==> src/sv/assert_macros.svh <==
`ifndef ASSERT_MACROS_SVH
`define ASSERT_MACROS_SVH

// Property that must hold at every edge outside reset.
`define MBP_ASSERT(lbl, clk, rst, prop) \
   lbl: assert property (@(posedge clk) disable iff (rst) (prop)) \
      else $error("check failed");

// Same-cycle implication.
`define MBP_ASSERT_IMP(lbl, clk, rst, ante, cons) \
   lbl: assert property (@(posedge clk) disable iff (rst) (ante) |-> (cons)) \
      else $error("implication failed");

`endif

==> src/sv/mbp_pkg.sv <==
package mbp_pkg;

   localparam int PORT_COUNT = 16;
   localparam int PORT_W     = 4;
   localparam int WORD_W     = 32;

   localparam int QUEUE_DEPTH = 2;
   localparam int QUEUE_AW    = $clog2(QUEUE_DEPTH);
   localparam int QUEUE_CW    = $clog2(QUEUE_DEPTH + 1);

   localparam logic [7:0] ST_SYSEX     = 8'hf0;
   localparam logic [7:0] ST_EOX       = 8'hf7;
   localparam logic [7:0] ST_REALTIME  = 8'hf8;
   localparam logic [7:0] ST_MIN       = 8'h80;
   localparam logic [7:0] ST_F4        = 8'hf4;
   localparam logic [7:0] ST_F5        = 8'hf5;
   localparam logic [7:0] ST_TUNE      = 8'hf6;
   localparam logic [7:0] ST_PROGRAM   = 8'hc0;
   localparam logic [7:0] ST_PRESSURE  = 8'hd0;
   localparam logic [7:0] ST_QFRAME    = 8'hf1;
   localparam logic [7:0] ST_SONG_SEL  = 8'hf3;
   localparam logic [7:0] CHAN_MASK    = 8'hf0;

   typedef struct packed {
      logic [PORT_W-1:0] port;
      logic [WORD_W-1:0] word;
   } mbp_item_type;

   typedef struct packed {
      logic         valid;
      mbp_item_type item;
   } mbp_push_type;

endpackage

==> src/sv/mbp_parse.sv <==
`include "assert_macros.svh"

module mbp_parse
   import mbp_pkg::*;
(
   input  logic         clock,
   input  logic         reset,
   input  logic         accept,
   input  logic [3:0]   port,
   input  logic [7:0]   data_byte,
   output mbp_push_type push
);

   logic [7:0] pend_ff [3];
   logic [7:0] pend_in [3];
   logic [1:0] count_ff, count_in;
   logic       sysex_ff, sysex_in;

   logic [WORD_W-1:0] word;
   logic              emit;
   logic              port_ok;
   logic [7:0]        status;
   logic [1:0]        after;

   assign port_ok = (32'(port) < PORT_COUNT);

   always_comb begin
      pend_in  = pend_ff;
      count_in = count_ff;
      sysex_in = sysex_ff;
      word     = '0;
      emit     = 1'b0;
      status   = (pend_ff[0] < ST_SYSEX) ? (pend_ff[0] & CHAN_MASK) : pend_ff[0];
      after    = (pend_ff[0] < ST_SYSEX) ? 2'd1 : 2'd0;

      if (data_byte >= ST_REALTIME) begin
         word = {24'd0, data_byte};
         emit = 1'b1;
      end else if (data_byte == ST_SYSEX) begin
         pend_in[0] = ST_SYSEX;
         count_in   = 2'd1;
         sysex_in   = 1'b1;
      end else if (data_byte == ST_EOX) begin
         case (count_ff)
            2'd0:    word = {24'd0, ST_EOX};
            2'd1:    word = {16'd0, ST_EOX, pend_ff[0]};
            2'd2:    word = {8'd0, ST_EOX, pend_ff[1], pend_ff[0]};
            default: word = {ST_EOX, pend_ff[2], pend_ff[1], pend_ff[0]};
         endcase
         emit     = 1'b1;
         sysex_in = 1'b0;
         count_in = 2'd0;
      end else if (data_byte >= ST_MIN) begin
         sysex_in = 1'b0;
         if (data_byte inside {ST_F4, ST_F5, ST_TUNE}) begin
            word     = {24'd0, data_byte};
            emit     = 1'b1;
            count_in = 2'd0;
         end else begin
            pend_in[0] = data_byte;
            count_in   = 2'd1;
         end
      end else if (sysex_ff) begin
         if (count_ff == 2'd3) begin
            word     = {data_byte, pend_ff[2], pend_ff[1], pend_ff[0]};
            emit     = 1'b1;
            count_in = 2'd0;
         end else begin
            pend_in[count_ff] = data_byte;
            count_in          = count_ff + 2'd1;
         end
      end else if (count_ff != 2'd0) begin
         if (status inside {ST_PROGRAM, ST_PRESSURE, ST_QFRAME, ST_SONG_SEL}) begin
            word     = {16'd0, data_byte, pend_ff[0]};
            emit     = 1'b1;
            count_in = after;
         end else if (count_ff == 2'd1) begin
            pend_in[1] = data_byte;
            count_in   = 2'd2;
         end else begin
            word     = {8'd0, data_byte, pend_ff[1], pend_ff[0]};
            emit     = 1'b1;
            count_in = after;
         end
      end
      // stray data bytes fall through with no state change
   end

   assign push.valid     = accept && emit && port_ok;
   assign push.item.port = port;
   assign push.item.word = word;

   always_ff @(posedge clock) begin
      if (reset) begin
         count_ff <= 2'd0;
         sysex_ff <= 1'b0;
      end else if (accept) begin
         count_ff <= count_in;
         sysex_ff <= sysex_in;
      end
   end

   always_ff @(posedge clock) begin
      if (reset) begin
         pend_ff <= '{default: 8'h00};
      end else if (accept) begin
         pend_ff <= pend_in;
      end
   end

   `MBP_ASSERT_IMP(a_eox_emits, clock, reset,
      accept && data_byte == ST_EOX && port_ok, push.valid)
   `MBP_ASSERT(a_sysex_start, clock, reset,
      !($past(accept) && $past(data_byte) == ST_SYSEX) || (sysex_ff && count_ff == 2'd1))

endmodule

==> src/sv/mbp_queue.sv <==
`include "assert_macros.svh"

module mbp_queue
   import mbp_pkg::*;
(
   input  logic         clock,
   input  logic         reset,
   input  mbp_push_type push,
   output logic         full,
   output logic         head_valid,
   output mbp_item_type head,
   input  logic         pop
);

   mbp_item_type            mem [QUEUE_DEPTH];
   logic [QUEUE_AW-1:0]     wr_ff, wr_in;
   logic [QUEUE_AW-1:0]     rd_ff, rd_in;
   logic [QUEUE_CW-1:0]     count_ff, count_in;
   logic                    do_pop;

   assign full       = (count_ff == QUEUE_CW'(QUEUE_DEPTH));
   assign head_valid = (count_ff != '0);
   assign head       = mem[rd_ff];
   assign do_pop     = pop && head_valid;

   always_comb begin
      wr_in    = wr_ff;
      rd_in    = rd_ff;
      count_in = count_ff;
      if (push.valid) begin
         wr_in = (wr_ff == QUEUE_AW'(QUEUE_DEPTH - 1)) ? '0 : wr_ff + 1'b1;
      end
      if (do_pop) begin
         rd_in = (rd_ff == QUEUE_AW'(QUEUE_DEPTH - 1)) ? '0 : rd_ff + 1'b1;
      end
      case ({push.valid, do_pop})
         2'b10:   count_in = count_ff + 1'b1;
         2'b01:   count_in = count_ff - 1'b1;
         default: count_in = count_ff;
      endcase
   end

   always_ff @(posedge clock) begin
      if (reset) begin
         wr_ff    <= '0;
         rd_ff    <= '0;
         count_ff <= '0;
      end else begin
         wr_ff    <= wr_in;
         rd_ff    <= rd_in;
         count_ff <= count_in;
      end
   end

   always_ff @(posedge clock) begin
      if (push.valid) begin
         mem[wr_ff] <= push.item;
      end
   end

   `MBP_ASSERT_IMP(a_no_overflow, clock, reset, push.valid, !full)
   `MBP_ASSERT(a_count_range, clock, reset, count_ff <= QUEUE_CW'(QUEUE_DEPTH))

endmodule

==> src/sv/mbp_emit.sv <==
`include "assert_macros.svh"

module mbp_emit
   import mbp_pkg::*;
(
   input  logic         clock,
   input  logic         reset,
   input  logic         head_valid,
   input  mbp_item_type head,
   output logic         pop,
   output logic         rsp_tvalid,
   input  logic         rsp_tready,
   output mbp_item_type rsp_item
);

   logic         valid_ff, valid_in;
   mbp_item_type item_ff;

   // load a new item whenever the output slot is empty or being drained
   assign pop      = head_valid && (!valid_ff || rsp_tready);
   assign valid_in = pop || (valid_ff && !rsp_tready);

   always_ff @(posedge clock) begin
      if (reset) begin
         valid_ff <= 1'b0;
      end else begin
         valid_ff <= valid_in;
      end
   end

   always_ff @(posedge clock) begin
      if (pop) begin
         item_ff <= head;
      end
   end

   assign rsp_tvalid = valid_ff;
   assign rsp_item   = item_ff;

   `MBP_ASSERT_IMP(a_pop_safe, clock, reset, pop, !valid_ff || rsp_tready)

endmodule

==> src/sv/midi_byte_to_word_packer.sv <==
// MIDI byte stream to packed 32-bit event words.
// Input channel req_*: one raw MIDI byte and its port per item.
// Output channel rsp_*: zero or one event word per input item, with the port
// of the byte that completed it. The first byte sits in event_word[7:0].
// Realtime bytes, F4/F5/F6 and F7 produce a word at once; channel and system
// common messages produce one when complete (running status kept); SysEx data
// goes out four bytes to a word. Stray data bytes produce nothing.
// Throughput: one item per cycle. The parser decides each byte in the cycle it
// is accepted and pushes any word into a two-entry queue; an output register
// drains the queue. A word is registered in the queue and then in the output
// register before it shows on rsp_tvalid.
// When the receiver stalls, the output register holds its item, the queue
// fills, and req_tready drops once the queue is full.
// Reset (synchronous, active high) clears the parse state (no pending bytes,
// not in SysEx), empties the queue and drops rsp_tvalid.
module midi_byte_to_word_packer
   import mbp_pkg::*;
(
   input  logic        clock,
   input  logic        reset,
   input  logic        req_tvalid,
   output logic        req_tready,
   input  logic [15:0] req_tdata,   // [3:0] port, [11:4] data_byte, [15:12] zero
   output logic        rsp_tvalid,
   input  logic        rsp_tready,
   output logic [39:0] rsp_tdata    // [3:0] out_port, [35:4] event_word, [39:36] zero
);

   logic         accept;
   logic         full;
   logic         head_valid;
   logic         pop;
   mbp_push_type push;
   mbp_item_type head;
   mbp_item_type rsp_item;

   assign req_tready = !full;
   assign accept     = req_tvalid && req_tready;

   mbp_parse u_parse (
      .clock     (clock),
      .reset     (reset),
      .accept    (accept),
      .port      (req_tdata[3:0]),
      .data_byte (req_tdata[11:4]),
      .push      (push)
   );

   mbp_queue u_queue (
      .clock      (clock),
      .reset      (reset),
      .push       (push),
      .full       (full),
      .head_valid (head_valid),
      .head       (head),
      .pop        (pop)
   );

   mbp_emit u_emit (
      .clock      (clock),
      .reset      (reset),
      .head_valid (head_valid),
      .head       (head),
      .pop        (pop),
      .rsp_tvalid (rsp_tvalid),
      .rsp_tready (rsp_tready),
      .rsp_item   (rsp_item)
   );

   assign rsp_tdata = {4'd0, rsp_item.word, rsp_item.port};

endmodule
==> config.mk <==
export PLATFORM = sky130hd
export DESIGN_NAME = midi_byte_to_word_packer
export DESIGN_NICKNAME = d
export VERILOG_FILES = /design/src/sv/mbp_pkg.sv /design/src/sv/mbp_parse.sv /design/src/sv/mbp_queue.sv /design/src/sv/mbp_emit.sv /design/src/sv/midi_byte_to_word_packer.sv
export VERILOG_INCLUDE_DIRS = /design/src /design/src/sv
export SDC_FILE = /design/constraint.sdc
export NUM_CORES = 1
export LEC_CHECK = 0
export BUFFER_PORTS_ARGS = -buffer_cell sky130_fd_sc_hd__buf_2
export CAP_MARGIN = 30
export CORE_UTILIZATION = 30
export DETAILED_ROUTE_END_ITERATION = 8
export GPL_TIMING_DRIVEN = 0
export MAX_ROUTING_LAYER = met4
export PLACE_DENSITY = 0.45
export SLEW_MARGIN = 20
export SYNTH_ARGS = -nofsm -noshare
export SYNTH_HDL_FRONTEND = slang
export SYNTH_HIERARCHICAL = 1
export SYNTH_SLANG_ARGS = --single-unit
==> constraint.sdc <==
create_clock -name clock -period 9.9 [get_ports clock]
set_input_delay 1.98 -clock clock [delete_from_list [all_inputs] [get_ports clock]]
set_output_delay 1.98 -clock clock [all_outputs]
set_load 0.02 [all_outputs]
Word-level counts from Yosys, hierarchy flattened --
Memory sizes are Yosys's and may differ from the RTL's. A register that Yosys moved wholly into a read port is not among the register bits. Cells that the tools add are included.
Storage, ports and cells: register bits 32, bits in writable memories 72, bits of input ports 20, output and inout bits 42, logic and storage cells 128, memories 1
Memory list:
- u_queue.mem | words 2, width 36, rd ports 1, clocked after memory_dff 1, wr ports 1, RTL line mbp_queue.sv:15 | mbp_item_type mem [QUEUE_DEPTH];
Cells by class: add/subtract/negate cells 5, order comparisons 5, multiplexer cells 55, bitwise operators 6, reductions and logical operators 27, equal/unequal tests 20
Operators by type and width (number):
- 32-bit 2-to-1 mux | 7
- 24-bit 2-to-1 mux | 4
- 32-bit one-hot mux with 3 select lines | 1
- 8-bit 2-to-1 mux | 11
- 8-bit equality test, second input constant | 9
- 24-bit bitwise mux | 1
- 1-bit 2-to-1 mux | 19
- 8-bit demux with 2-bit select | 1
- 8-bit >= comparator, second input constant | 2
- 16-bit 2-to-1 mux | 1
- 2-bit 2-to-1 mux | 8
- 2-bit nonzero test | 5
- 9-bit AND reduction | 1
- 3-bit nonzero test | 3
- 2-bit equality test, second input constant | 4
- 8-bit < comparator, second input constant | 1
- 7-bit AND reduction | 1
- 1-bit logical AND | 6
- 3-bit AND reduction | 2
- 6-bit AND reduction | 1
- 1-bit inverter | 5
- 5-bit nonzero test | 1
- 2-bit by 1-bit adder with 2-bit output, second input constant | 2
- 2-bit by 1-bit equality test with 1-bit output, second input constant | 2
- other kinds (15) | 20

Depth between registers and ports, before layout --
depth in word-level cells 14, gate-level depth with buffers 11, gate-level depth less buffers 10

Hierarchy --
Netlist, hierarchy kept.
By module, submodules not included:
- mbp_queue | times used 1, cells an instance 135, seq. area each 2262.2 µm², area an instance 2802.7 µm²
- mbp_parse | times used 1, cells an instance 255, seq. area each 540.5 µm², area an instance 2187.1 µm²
- mbp_emit | times used 1, cells an instance 41, seq. area each 1101.1 µm², area an instance 1136.1 µm²
- midi_byte_to_word_packer | times used 1, cells an instance 7, seq. area each 0.0 µm², area an instance 43.8 µm²

Least setup slack after synthesis --
Ideal clock, no wire load.
path type input-to-reg, from input port req_tdata[10], to memory u_queue/mem[0][0] (netlist name), enable pin, stages on the path 8, library setup time 0.429 ns, required time 9.471 ns, slack 4.910 ns, arrival time 4.561 ns, path buffers 2, cells stage by stage buf_2 nand4_4 buf_6 nor2_2 nor2_1 a21oi_1 inv_1 nor2_1
RTL lines:
- start: declaration | RTL line midi_byte_to_word_packer.sv:23 | input logic [15:0] req_tdata,
- end: declaration | RTL line mbp_queue.sv:15

==> flow_summary_export.csv <==
group,metric,value,unit
die,core_area,0.0202,sq mm
clock_network,clk_pin_slew,60,ps
grt,grt_max_degree,38,
routing,wirelength,13700,um
worst_setup_path,path_buf_inv,3,
sta,worst_pin_slew,762,ps
routing,dr.pass1.iters,6,
routing,drt_iter0_drc,247,
sta,tns,0,ps
routing,wl_per_cell,17.3,um
synthesis,syn_avg_cell_area,14.1,sq um
clock_network,cts_buffers,17,
sta,fin_crit,4050,ps
worst_setup_path,critPathCaptureType,"flip-flop",
die,die_h,145,um
worst_setup_path,crit_path_max_fanout,22,
power,p_per_area,182,mW/mm^2
grt,first_global_vias,3898,
routing,vias_per_cell,4.68,
synthesis,synthCells,438,
hold_path,min_from,"u_parse/pend_ff[15]",
sta,hold_violations,0,
clock_network,cts-root-buf,"clkbuf_16",
job,drv_cap,0,
worst_setup_path,rr_endpoint,"u_queue/mem[0][18]",
final_layout,antenna_cells,0,
final_layout,area_growth,19.1,%
worst_setup_path,reg2reg_depth,8,
routing,drc,2,
run_status,violations,"design-rule violations",
clock_network,cts_tree,"built",
final_layout,final_nets,533,
grt,grt_pass1_wl,21500,um
synthesis,synth_top_flop_cell,"edfxtp_1",
clock_network,cts.sinks,141,
worst_setup_path,cp-start-kind,"primary input",
synthesis,synth_warnings,6,
worst_setup_path,worstPathRequired,10020,ps
hold_path,hold_class,"flip-flop to flip-flop",
die,die_x,145,um
synthesis,syn_area,0.00617,sq mm
synthesis,yosysSeqAreaShare,63.3,%
routing,ant_nets,0,
hold_path,hold_end,"u_parse/pend_ff[15]",
clock_network,h-tree-depth,4,
worst_setup_path,crit_arrival,4170,ps
worst_setup_path,slowest_delay,470,ps
synthesis,synth_edf_count,108,
worst_setup_path,crit_chain,"buf_2, or2b_2, nor2_2, a21oi_1, a21oi_1, inv_1, nor2_4, buf_12",
placement,portBuffers,46,
worst_setup_path,reg2reg_from,"u_parse/count_ff[0]",
worst_setup_path,worstSetupPathType,"primary input to flip-flop",
worst_setup_path,path_delay_family,"simple AND/OR/NAND/NOR gates",
sta,finalClockSkew,9.42,ps
clock_network,cts_resized,0,
synthesis,synth_seq_cells,141,
final_layout,fill_cells,1975,
power,p_leak,2.63,nW
sta,grt_setup_unrepaired,"false",
routing,vias,3701,
die,pin_count,62,
placement,dp_hpwl,9350,um
grt,gr-total-overflow,0,
sta,slew_viol_final,0,
grt,grt_use_total,14.0,%
grt,antenna_found_initial,0,
final_layout,drive_gt1_share,33.4,%
clock_network,cts_buffer_depth,2,
power,max-vdd-ir-drop,0.000104,V
worst_setup_path,rrSetupSlack,6880,ps
worst_setup_path,crit_cells,8,
die,die_area,0.0211,sq mm
sta,finalSetupViolCount,0,
sta,post-route-period-util,40.9,%
synthesis,ys_types,79,
sta,fmaxAchievable,247,MHz
power,power,1.34,mW
worst_setup_path,crit_slowest_cell,"nor2_4",
synthesis,async_flop_share,0,%
die,start_util,30.6,%
clock_network,postCtsSetupRepairBufs,0,
clock_network,clk_latency,420,ps
clock_network,cts_hold_buf,0,
sta,max_slew_margin,49.1,%
worst_setup_path,cp_common_cell,"a21oi_1",
placement,gp_congestion,0.854,
run_status,status,"finished, violations left",
die,num_rows,52,
hold_path,hold_depth,2,
cell type report:
type	instances	area (sq um)	share of cell area, %
buffer	29	185	2.52
clock buffer	18	429	5.84
clock inverter	14	120	1.63
inverter	19	71.3	0.971
multi-input combinational	252	2030	27.6
sequential	141	3900	53.1
tap	270	338	4.60
timing repair buffer	48	270	3.68
logic make-up after synthesis:
kind of cell               synth area share, %
buffers and inverters                     4.16
other                                   0.0608
adders and majority gates                 1.01
and+or+nand+nor                           10.8
muxes                                     10.1
AOI/OAI and AO/OA                         10.0
DFF                                       63.3
xor gates and xnor gates                 0.568
stage by stage:
step	setup slack, ps	hold WS (ps)	cells	utilization (%)	area (sq um)
finish	5850	460	791	36.4	7350
global route	5700	482	791	36.4	7350
CTS	5830	465	791	36.4	7350
detailed placement	5380	456	759	33.7	6800
global placement	3310	456	757	33.5	6750
floorplan	4910	436	441	-	6180
metal layers:
layer  part of all wire (%)  track usage, %  vias up  wire length (um)
met5                      0               -        -                 0
met4                    2.0            7.11        0               268
met3                    3.1            2.70       17               430
met2                     50            22.9       66              6860
met1                     45            16.5     1822              6090
li1                       -               -     1796                 -
how the worst max path moves through the flow:
stage	startpoint	end	slack [ps]
floorplan	req_tdata[10]	u_queue/mem[0][0]	4910
global placement	req_tdata[11]	u_queue/mem[0][18]	3310
detailed placement	req_tdata[11]	u_queue/mem[0][18]	5380
CTS	req_tdata[11]	u_queue/mem[0][30]	5830
global route	req_tdata[11]	u_queue/mem[0][29]	5700
finish	req_tdata[11]	u_queue/mem[0][18]	5850
power by group:
| part | switching [mW] | total, mW | leakage (nW) | internal [mW] |
|---|---|---|---|---|
| Clock | 0.245 | 0.589 | 0.254 | 0.344 |
| Sequential | 0.00695 | 0.658 | 1.25 | 0.651 |
| Combinational | 0.0593 | 0.0902 | 1.13 | 0.0309 |
| Total | 0.311 | 1.34 | 2.63 | 1.03 |
cells in the mapped netlist (all sizes together) (2+ instances only):
cell type | instances | area, sq um
and4 | 2 | 18.8
nor2b | 2 | 12.5
a21oi | 15 | 78.8
a21boi | 2 | 26.3
and3 | 3 | 21.3
or3 | 4 | 26.3
nor2 | 24 | 95.1
ha | 5 | 62.6
nand2b | 16 | 108
a221o | 11 | 110
o211ai | 3 | 36.3
edfxtp | 108 | 3240
nand3 | 3 | 20.0
xnor2 | 3 | 26.3
and2 | 3 | 22.5
buf | 25 | 170
mux2 | 36 | 405
nor3 | 9 | 66.3
o32ai | 4 | 35.0
nor4 | 2 | 18.8
nand4 | 5 | 46.3
o31ai | 4 | 35.0
clkbuf | 4 | 15.0
a211oi | 5 | 52.6
or2b | 3 | 23.8
a311oi | 3 | 26.3
dfxtp | 33 | 661
o21ai | 12 | 71.3
nor3b | 3 | 33.8
nand2 | 21 | 81.3
mux2i | 22 | 220
o21a | 2 | 15.0
inv | 19 | 71.3
flip-flops by register name, indices dropped and copies added (netlist names), named ones only:
signal             count
u_queue/rd_ff          1
u_parse/sysex_ff       1
u_emit/rsp_item       36
u_queue/mem           72
u_emit/rsp_tvalid      1
u_queue/count_ff       2
u_parse/count_ff       2
u_queue/wr_ff          1
u_parse/pend_ff       24
cells in the final DEF (no fill, tap or decap), types with 3 or more instances in the layout:
| master | instances |
|---|---|
| edfxtp_1 | 108 |
| buf_2 | 56 |
| mux2_2 | 36 |
| dfxtp_1 | 33 |
| mux2i_1 | 22 |
| nor2_1 | 21 |
| nand2_1 | 20 |
| inv_1 | 18 |
| clkbuf_16 | 17 |
| nand2b_1 | 15 |
| a21oi_1 | 14 |
| buf_4 | 13 |
| a221o_1 | 11 |
| o21ai_0 | 11 |
| nor3_1 | 6 |
| clkbuf_1 | 5 |
| clkinvlp_4 | 5 |
| ha_1 | 5 |
| conb_1 | 4 |
| nand4_1 | 4 |
| o32ai_1 | 4 |
| a211oi_2 | 3 |
| o31ai_1 | 3 |
| a311oi_1 | 3 |
| or3_1 | 3 |
| xnor2_1 | 3 |
tightest hold or removal path: stages (launching register included):
cell     delay [ps]
dfxtp_1         310
inv_1            60
nor3b_1          40
No activity file was read; power rests on OpenSTA's default activity.
